[src/rtl/gsr_pkg.sv]
package gsr_pkg;

  localparam int GRAINS     = 10;
  localparam int GRAIN_MAX  = 8192;
  localparam int MAX_TAPS   = 128;
  localparam int CANVAS_LEN = 16384;

  localparam int SLOT_W   = 4;
  localparam int POS_W    = 13;
  localparam int LEN_W    = 14;
  localparam int TAP_W    = 7;
  localparam int CPOS_W   = 14;
  localparam int CELL_W   = 24;
  localparam int SAMPLE_W = 16;
  localparam int GAIN_W   = 16;
  localparam int DELAY_W  = 14;

  localparam int GRAIN_ENTRIES = GRAINS * GRAIN_MAX;
  localparam int TAP_ENTRIES   = GRAINS * MAX_TAPS;
  localparam int GADDR_W       = SLOT_W + POS_W;
  localparam int TADDR_W       = SLOT_W + TAP_W;
  localparam int TWORD_W       = DELAY_W + GAIN_W;

  localparam logic [LEN_W-1:0] RESET_LENGTH = 14'd4410;
  localparam logic [LEN_W-1:0] LEN_MAX      = 14'd8192;
  localparam logic [7:0]       TAPS_MAX     = 8'd128;
  localparam logic [SLOT_W-1:0] LAST_SLOT   = 4'd9;

  typedef enum logic [3:0] {
    S_CLEAR, S_IDLE, S_DIV, S_WIN, S_WMUL, S_GRD, S_GWAIT,
    S_TRD, S_TWR, S_CRD, S_CMUL, S_OUT
  } state_e;

  typedef struct packed {
    logic             start;
    logic [POS_W-1:0] pos;
    logic [LEN_W-1:0] len;
  } div_req_t;

  typedef struct packed {
    logic        done;
    logic [15:0] quot;
  } div_rsp_t;

  // quarter-wave sine, Q15
  function automatic logic [15:0] sine_tab(input logic [4:0] i);
    logic [15:0] v;
    case (i)
      5'd0:    v = 16'd0;
      5'd1:    v = 16'd3212;
      5'd2:    v = 16'd6393;
      5'd3:    v = 16'd9512;
      5'd4:    v = 16'd12540;
      5'd5:    v = 16'd15447;
      5'd6:    v = 16'd18205;
      5'd7:    v = 16'd20788;
      5'd8:    v = 16'd23170;
      5'd9:    v = 16'd25330;
      5'd10:   v = 16'd27246;
      5'd11:   v = 16'd28899;
      5'd12:   v = 16'd30274;
      5'd13:   v = 16'd31357;
      5'd14:   v = 16'd32138;
      5'd15:   v = 16'd32610;
      default: v = 16'd32768;
    endcase
    return v;
  endfunction

  // Hann weight in Q16, 0..65536
  function automatic logic signed [17:0] hann(input logic [15:0] p);
    logic [14:0]        arg;
    logic [4:0]         i;
    logic [15:0]        lo;
    logic [15:0]        hi;
    logic [25:0]        prod;
    logic [15:0]        s;
    logic signed [17:0] c;
    arg = p[14] ? {1'b0, p[13:0]} : (15'd16384 - {1'b0, p[13:0]});
    i   = arg[14:10];
    lo  = sine_tab(i);
    hi  = sine_tab(i + 5'd1);
    prod = (hi - lo) * arg[9:0];
    s   = arg[14] ? 16'd32768 : (lo + prod[25:10]);
    c   = (p[15] ^ p[14]) ? -$signed({2'b00, s}) : $signed({2'b00, s});
    return 18'sd32768 - c;
  endfunction

  function automatic logic signed [15:0] sat16(input logic signed [25:0] v);
    logic signed [15:0] r;
    if (v > 26'sd32767) r = 16'sh7fff;
    else if (v < -26'sd32768) r = 16'sh8000;
    else r = v[15:0];
    return r;
  endfunction

  function automatic logic signed [23:0] sat24(input logic signed [25:0] v);
    logic signed [23:0] r;
    if (v > 26'sd8388607) r = 24'sh7fffff;
    else if (v < -26'sd8388608) r = 24'sh800000;
    else r = v[23:0];
    return r;
  endfunction

endpackage

[src/rtl/gsr_div.sv]
module gsr_div (
  input  logic                clk_i,
  input  logic                rst_ni,
  input  gsr_pkg::div_req_t   req_i,
  output gsr_pkg::div_rsp_t   rsp_o
);
  import gsr_pkg::*;

  logic [LEN_W-1:0] rem_q, rem_d, len_q;
  logic [15:0]      quo_q;
  logic [3:0]       cnt_q;
  logic             busy_q, done_q;
  logic [LEN_W:0]   dbl;
  logic             ge;

  // restoring division, one quotient bit a cycle
  assign dbl   = {rem_q, 1'b0};
  assign ge    = dbl >= {1'b0, len_q};
  assign rem_d = ge ? LEN_W'(dbl - {1'b0, len_q}) : dbl[LEN_W-1:0];

  always_ff @(posedge clk_i or negedge rst_ni) begin
    if (!rst_ni) begin
      busy_q <= 1'b0;
      done_q <= 1'b0;
      cnt_q  <= '0;
    end else begin
      done_q <= 1'b0;
      if (req_i.start) begin
        busy_q <= 1'b1;
        cnt_q  <= '0;
      end else if (busy_q) begin
        cnt_q <= cnt_q + 4'd1;
        if (cnt_q == 4'd15) begin
          busy_q <= 1'b0;
          done_q <= 1'b1;
        end
      end
    end
  end

  always_ff @(posedge clk_i) begin
    if (req_i.start) begin
      rem_q <= {1'b0, req_i.pos};
      len_q <= req_i.len;
    end else if (busy_q) begin
      rem_q <= rem_d;
      quo_q <= {quo_q[14:0], ge};
    end
  end

  assign rsp_o.done = done_q;
  assign rsp_o.quot = quo_q;
endmodule

[config.mk]
export PLATFORM = sky130hd
export DESIGN_NAME = gsr_div
export DESIGN_NICKNAME = d
export VERILOG_FILES = /design/src/rtl/gsr_pkg.sv /design/src/rtl/gsr_div.sv
export SDC_FILE = /design/constraint.sdc
export NUM_CORES = 1
export LEC_CHECK = 0
export BUFFER_PORTS_ARGS = -buffer_cell sky130_fd_sc_hd__buf_2
export CAP_MARGIN = 40
export CORE_UTILIZATION = 50
export DETAILED_ROUTE_END_ITERATION = 8
export PLACE_DENSITY_LB_ADDON = 0.25
export SYNTH_ARGS = -nofsm -noshare
export SYNTH_HDL_FRONTEND = slang
export SYNTH_SLANG_ARGS = --single-unit
[constraint.sdc]
create_clock -name clk_i -period 4 [get_ports clk_i]
set_input_delay 0.4 -clock clk_i [delete_from_list [all_inputs] [get_ports clk_i]]
set_output_delay 0.4 -clock clk_i [all_outputs]
set_load 0.01 [all_outputs]
==> results.md, run 1 <==
Run status:
- The flow ran to the end, and the final reports show no timing, DRC or antenna violations.

Yosys:
- The synthesized area per cell is ~12 sq um.
- The count of yosys warnings during synthesis is 0.
- Of the total synthesized cell area, the portion taken by AND, OR, NAND and NOR gates is 0.1186.
- The compound-cell area share of the yosys netlist is 0.1857.
- Synthesis inferred 50 register bits.
- In the post-synthesis netlist, the biggest area contributors are edfxtp_1 (46%), ha_1 (6.7%), dfrtp_1 (5.4%).
- The cell count after synthesis came out at 240.
- Counting flops with a built-in enable in the synthesized netlist gives 43.
- Of the synthesized area, sequential elements account for 0.5226.
- The area of the mapped netlist is about 2800 sq um.
- Among all flip-flop cells after synthesis, the most frequent one is edfxtp_1.
- The biggest area contributor in the post-synthesis netlist is edfxtp_1.
- After synthesis, the largest family of logic cells by area is compound AO/OA/AOI/OAI gates.
- The fraction of synthesis flops using an asynchronous set or reset pin is 0.1200.
- Synthesis instantiated 53 different standard cells from the library.
- Of the total synthesized cell area, the portion taken by full adders, half adders and majority gates is 0.07427.
- The share of synthesized area spent on multiplexers is 0.003579.
- Of the total synthesized cell area, the portion taken by XOR and XNOR cells is 0.03758.
- The share of the synthesized area in the top cell type is 0.4617.
- The number of nets handed over by synthesis was about 290.

CTS:
- The number of post-CTS setup repair buffers is 0.
- The clock-pin transition on the worst setup and hold timing paths is 0.09 ns.
- The clock passes through at most 2 buffers.
- In this run, post-CTS repair resized a total of 0 instances.
- The clock buffer count from CTS is 5.
- The source-to-sink clock delay at the later pin of the worst-skew pair is around 0.31 ns.
- For this design, the sink count on the clock tree is 50.
- The clock tree synthesis step divided the H-tree into 2 levels.
- TritonCTS built the clock tree.
- The clock root buffer is clkbuf_8.

Placed design:
- The HPWL after detailed placement is ~3900 um.
- The number of cells in the design after placement is 347.
- Summing all placed instances gives a cell area of ~3100 sq um.
- The congestion estimate from routability-driven global placement came to 0.8609.
- Input and output buffers added on the ports amount to 46.

Die:
- For this configuration, the core starts out at a cell density of 0.5339.
- During I/O placement, the number of pins put on the boundary was 47.
- The horizontal die dimension is 76.79 um.
- After floorplanning, the core was divided into 26 placement rows.
- The die covers slightly below 6000 sq um.
- The core region is approximately 5200 sq um.
- The die span in y is between 70 and 80 um.

Worst setup path:
- The data arrival time of the worst path is between 2 and 3 ns.
- The critical-path cell with the highest stage delay is o31a_1.
- The biggest cell delay along the critical path is ~0.5 ns.
- For the worst setup path, the data required time is 4.06 ns.
- The worst-case register-to-register setup slack is 1.40 ns.
- Traced cell by cell, the critical path runs through ha_1 -> and2_2 -> a221oi_4 -> o31a_1 -> a21oi_1 -> o31a_1.
- The most numerous cell on the critical path is o31a_1.
- For the worst flop-to-flop path, the logic depth is 6.
- The kind of launch point of the worst setup path is a register.
- The sort of element at the end of the critical path is a register.
- The critical path launch point is rem_q[9].
- The worst register-to-register path ends at rem_q[1].
- Counting both buffers and inverters, the worst setup path holds a total of 0.
- The worst flop-to-flop path startpoint is rem_q[9].
- The setup path with the least slack is of type reg2reg.
- The maximum fanout count along the critical path is 12.
- The family of cells with the greatest summed delay on the critical path is compound AO/OA/AOI/OAI gates.

Drt:
- The total wirelength of the detailed-routed design is ~5400 um.
- The count of vias placed by the detailed router is between 2k and 2.5k.
- The detailed router finished its first iteration with approximately 120 violations.
- The remaining number of nets flagged by the antenna check after routing is 0.
- Dividing the detail-routed via count by the number of cells gives about 5.6.
- The post-detailed-route wirelength per cell is between 15 and 20 um.
- The DRC violation count after routing is 0.
- The first TritonRoute pass finished after 4 iterations.

Layout:
- The count of inserted antenna diode cells is 0.
- The fraction of layout instances using a drive strength above 1 is 0.2308.
- Summing all flip-flop and latch instances after layout gives 1461 sq um.
- After the flow finishes, the layout carries non-filler instances totaling 356.
- The layout filler cell count is around 430.
- At the end of the flow, the number of nets in the layout was approximately 330.
- The multi-input combinational cells in the finished layout cover a total of between 1000 and 1500 sq um.
- The area growth from synthesis to layout is 13.38%.
- The final instance area is 3171 sq um.

Power and ir drop:
- The maximum VDD drop is slightly below 0.3 mV.
- Dividing total power by cell area gives a power density of between 600 and 700 nW/um^2.
- Summed over all cells, the static leakage comes to 1.323 nW.

Timing:
- The final number of max-transition violations came to 0.
- In the finished design, the share of the clock period the worst path needs comes to 0.6491.
- Setup total negative slack on the finished layout was measured at 0 ns.
- The transition time at the pin with the least slew margin is between 0.6 and 0.7 ns.
- Across all hold checks on the routed design, the worst slack comes to 0.2570 ns.
- The total setup violations reported at the end of the flow is 0.
- The headroom to the max-slew limit is 0.5930.
- The number of hold violations in the final report is 0.
- The final setup skew is 0.01042 ns.
- The achievable frequency is 385.1 MHz.
- Setup repair after global routing left no endpoint under its margin.
- The worst path needs around 2.6 ns of the cycle, external delays included.

GRT:
- The via count of the first global-routing pass was between 1.5k and 2k.
- The initial antenna violation count is 0.
- The global router's overall resource usage is 0.2004.
- The pin count of the biggest net entering global routing is 30.
- The global-route wire length before repair is just over 9000 um.
- After global routing the overflow that remains totals 0.

Job:
- Across the run, the number of max-cap violations was 0.

Hold path:
- The startpoint of the tightest hold check path is req_i[12].
- The path with the worst hold slack has its endpoint at len_q[12].
- The hold-critical path depth is 1.
- The tightest min-delay check is of the in2reg type.
-- state kept, by name, indices dropped and copies added (netlist names) --
signal and cells:
len_q 14, rem_q 14, cnt_q 4, busy_q 1
quo_q 16, done_q 1
-- placed cells by master (no fill, tap or decap), types with 2 or more instances in the layout --
cell	instances
and3_1	2
a41oi_1	6
clkbuf_8	5
xor2_1	6
o31ai_1	7
nand2b_1	5
buf_4	2
nor2_1	11
nand4_1	9
a211oi_1	3
and2_1	5
nand3_1	4
o311ai_2	3
o21ai_0	7
o311ai_1	2
dfrtp_1	6
a21oi_1	12
clkbuf_1	2
ha_1	15
buf_2	46
nor2b_1	3
edfxtp_1	43
inv_1	23
nand2_1	13
xnor2_1	6
nor3_1	2
a21o_1	8
o21ai_1	2
o211ai_1	2
o31a_1	2
-- Yosys cell counts, types with 2 or more instances --
cell / number
a211oi_1: 3
a21o_1: 8
a21oi_1: 12
a41oi_1: 6
and2_1: 5
and3_1: 2
buf_2: 2
buf_6: 3
clkbuf_1: 4
dfrtp_1: 6
edfxtp_1: 43
ha_1: 15
inv_1: 23
nand2_1: 13
nand2b_1: 5
nand3_1: 4
nand4_1: 9
nor2_1: 11
nor2b_1: 3
nor3_1: 2
o211ai_1: 2
o21ai_0: 7
o21ai_1: 2
o311ai_1: 2
o311ai_2: 3
o31a_1: 2
o31ai_1: 7
xnor2_1: 6
xor2_1: 6
-- cell families (layout without fill, tap and decap cells) --
family,after synthesis,in the layout
compound gates,65,65
simple gates,62,62
flops,50,50
buf+inv,34,80
fa+ha+maj,16,16
xor+xnor,12,12
mux,1,1
-- routing by layer --
metal | share of wire | global-route usage
met5 | 0 | 0
met3 | 0.059 | 0.05357
met1 | 0.46 | 0.2655
met2 | 0.47 | 0.3170
met4 | 0.011 | 0.06731
-- where the power goes --
group | internal (W) | switching (W) | total (W)
Combinational | 0.000359 | 0.000535 | 0.000894
Clock | 0.000187 | 0.000162 | 0.000349
Sequential | 0.000693 | 0.0000584 | 0.000752
-- per-stage QoR --
stage,worst slack (ns),total power [W],util
floorplan,1.855,0.001470,-
global placement,1.466,0.001621,0.5831
detailed placement,1.427,0.001639,0.5831
CTS,1.415,0.001993,0.6054
global route,1.271,0.002126,0.6054
finish,1.404,0.001995,0.6054
-- layout make-up --
class | instances | area share
clock buffers | 7 | 0.02407
repair buffers | 49 | 0.08051
multi-input cells | 156 | 0.3702
clock inverters | 1 | 0.009471
inverters | 23 | 0.02723
flip-flops and latches | 50 | 0.4609
well taps | 70 | 0.02762
-- worst max-delay path by stage --
stage	cells after the start	end	slack [ns]
final	6	rem_q[1]	1.40
after global routing	7	rem_q[1]	1.27
after floorplan	7	rem_q[10]	1.85
after detailed placement	6	rem_q[1]	1.43
after global placement	6	rem_q[1]	1.47
after CTS	6	rem_q[1]	1.42
-- repair_timing --
action	4_1_cts	5_1_grt
setup endpoints to repair	0	0
hold buffers	1	0
hold endpoints to repair	6	0
Power figures use the tool's default switching activity.
==> inputs of run 2 (changes only) <==
==> constraint.sdc (replaced) <==
create_clock -name clk_i -period 2.72 [get_ports clk_i]
set_input_delay 0.272 -clock clk_i [delete_from_list [all_inputs] [get_ports clk_i]]
set_output_delay 0.272 -clock clk_i [all_outputs]
set_load 0.01 [all_outputs]
==> run 2 against run 1 <==
  * Flip-flop and latch count did not move
  * Final cell count rose by 1.1%
  * Via count rose by 1.8%
  * Combinational power rose by 53%
  * Utilization rose by 1.1 points
  * Die area did not move
  * Sequential share of layout area fell by 0.82 points
  * Clock power rose by 75%
==> results.md, run 2 (synthesis results as in run 1) <==
Timing:
- The headroom to the max-slew limit is 0.6418 (was 0.5930).
- The final setup skew is 0.004215 ns (was 0.01042 ns).
- The achievable frequency came to 409.0 MHz (was 385.1 MHz).
- The number of hold violations in the final report is 0 (unchanged).
- Unrepaired setup endpoints after global routing: no (unchanged).
- The final clock period utilization by the worst path is 0.8988 (was 0.6491).
- The transition time at the pin with the least slew margin is 0.5373 ns (was 0.6098 ns).
- The total setup violations reported at the end of the flow is 0 (unchanged).
- The post-layout minimum cycle time was 2.445 ns (was 2.596 ns).
- The post-route setup TNS is 0 ns (unchanged).
- The worst hold slack is 0.1341 ns (was 0.2570 ns).
- The final number of max-transition violations is 0 (unchanged).

Layout:
- Top library cells by usage in the layout, fill and taps aside: buf_2 (46), edfxtp_1 (43), inv_1 (23), ha_1 (15), nand2_1 (13) (unchanged).
- The count of inserted antenna diode cells is 0 (unchanged).
- The top register by number of flip-flops was quo_q (unchanged).
- The fraction of layout instances using a drive strength above 1 was 0.2483 (was 0.2308).
- The number of cells in the finished layout apart from fillers came to 360 (was 356).
- The end-of-flow core utilization came to 0.6163 (was 0.6054).
- The most common library cell in the layout ignoring fill and taps was buf_2 (unchanged).
- The number of nets in the final layout came to 335 (was 331).
- The number of flip-flops under the largest register name is 16 (unchanged).
- The area growth from synthesis to layout is 15.44% (was 13.38%).
- Biggest registers after layout: quo_q (16), len_q (14), rem_q (14) (unchanged).
- The layout filler cell count is 434 (was 433).
- The final instance area is 3228 sq um (was 3171 sq um).

Die:
- The die span in y is 76.79 um (unchanged).
- The starting utilization of the core area is 0.5339 (unchanged).
- The number of I/O pins is 47 (unchanged).
- The number of rows created at floorplan is 26 (unchanged).
- The overall die area came to 5896 sq um (unchanged).
- The core area is 5238 sq um (unchanged).
- The horizontal die dimension is 76.79 um (unchanged).

Placed design:
- The post-placement cell area is 3084 sq um (was 3054 sq um).
- The number of cells in the design after placement is 351 (was 347).
- The count of port buffers added during placement came to 46 (unchanged).
- The HPWL after detailed placement is 3892 um (was 3870 um).
- The routability-driven placement congestion ratio came to 0.8996 (was 0.8609).

Drt:
- The detail-routed via count per cell is 5.686 (was 5.646).
- The post-detailed-route wirelength per cell is 15.24 um (was 15.12 um).
- The remaining number of nets flagged by the antenna check after routing is 0 (unchanged).
- The DRC violation total after the first TritonRoute iteration was 107 (was 122).
- The iteration count of the initial detailed-routing pass is 4 (unchanged).
- The DRC violation count after routing came to 0 (unchanged).
- The count of vias placed by the detailed router came to 2047 (was 2010).
- The total wirelength of the detailed-routed design is 5488 um (was 5383 um).

Job:
- The reported max-cap violation count is 0 (unchanged).

CTS:
- The clock buffer count from CTS is 5 (unchanged).
- The clock net sink count was 50 (unchanged).
- The clock-pin transition on the worst setup and hold timing paths is 0.09 ns (about the same).
- The maximum level of the CTS H-tree is 2 (unchanged).
- The clock root buffer was clkbuf_8 (unchanged).
- The TritonCTS clock tree was built (unchanged).
- The clock tree buffer depth came to 2 (unchanged).
- The source-to-sink clock delay at the later pin of the worst-skew pair is 0.30 ns (was 0.31 ns).

Worst setup path:
- The maximum fanout count along the critical path is 9 (was 12).
- The data arrival time of the worst path is 2.49 ns (was 2.66 ns).
- The kind of launch point of the worst setup path is a register (unchanged).
- The critical path launch point is rem_q[7] (was rem_q[9]).
- The critical path class is reg2reg (unchanged).
- The worst flop-to-flop path startpoint is rem_q[7] (was rem_q[9]).
- The sort of element at the end of the critical path is a register (unchanged).
- The data required time of the worst path is 2.77 ns (was 4.06 ns).
- The worst-case register-to-register setup slack is 0.28 ns (was 1.40 ns).

GRT:
- The via count of the first global-routing pass is 2007 (was 1915).
- The initial antenna violation count came to 0 (unchanged).
- The global-route wire length before repair was 9459 um (was 9170 um).
- The global router's overall resource usage is 0.2050 (was 0.2004).
- The total congestion overflow after global routing is 0 (unchanged).
- The pin count of the biggest net entering global routing came to 32 (was 30).

Hold path:
- The path type of the worst min-delay path was in2reg (unchanged).
- The startpoint of the tightest hold check path is req_i[3] (was req_i[12]).

Power and ir drop:
- The power density over cell area came to 956.3 nW/um^2 (was 629.1 nW/um^2).
- The maximum VDD drop is 0.6231 mV (was 0.2955 mV).
- The total leakage power is 1.356 nW (was 1.323 nW).

Run status:
- Run status: completed (unchanged).
[run 2: cell count changes in the layout (fill, tap and decap cells not counted)]
cell and change:
clkbuf_1 -2, a21o_1 -1, bufinv_16 +1, clkinv_1 +1
a21o_2 +1, buf_4 +4
[run 2: path summary, 6_finish.rpt]
check	end	cells after the start
max	rem_q[5]	7
max in group asynchronous	busy_q	2
max reg2reg	rem_q[5]	7
min in group asynchronous	cnt_q[3]	2
min reg2reg	quo_q[5]	0
min	len_q[3]	1
[run 2: metrics by stage]
stage	total power [W]	setup WS (ns)
2_1_floorplan	0.002162	0.5745
3_3_place_gp	0.002443	0.2744
3_5_place_dp	0.002467	0.1997
4_1_cts	0.003090	0.1980
5_1_grt	0.003299	0.08516
6_report	0.003087	0.2752
[run 2: final cells by class]
| class | count | area, sq um | share of cell area |
|---|---|---|---|
| well taps | 70 | 87.58 | 0.02713 |
| repair buffers | 53 | 285.3 | 0.08837 |
| clock inverters | 3 | 63.81 | 0.01977 |
| clock buffers | 5 | 68.82 | 0.02132 |
| flip-flops and latches | 50 | 1461 | 0.4527 |
| inverters | 23 | 86.33 | 0.02674 |
| multi-input cells | 156 | 1175 | 0.3640 |
[run 2: metal layers]
layer  vias up  routed length [um]  global-route usage
li1        997                   -                   -
met1       984                2663              0.2856
met2        60                2505              0.3134
met3         6                 254             0.04881
met4         0                  65             0.06731
met5         -                   0                   0
[run 2: timing repair]
item                                   in CTS  in global routing
hold buffers                                1                  0
endpoints found under the hold margin       6                  0
setup endpoints to repair                   0                  1
buffers inserted                            0                  0
resized for setup                           0                  1
[run 2: report_power, final]
part | switching [W] | leakage, nW | internal [W]
combinational | 0.000797 | 0.770 | 0.000575
clock | 0.000246 | 0.0658 | 0.000364
sequential | 0.0000856 | 0.520 | 0.00102
[run 2: critical path: stages, from the launching register on]
cell	delay, ns
edfxtp_1	0.41
ha_1	0.43
a21o_1	0.25
a221oi_4	0.34
o31ai_1	0.16
nor2_2	0.28
buf_4	0.21
o311ai_2	0.10
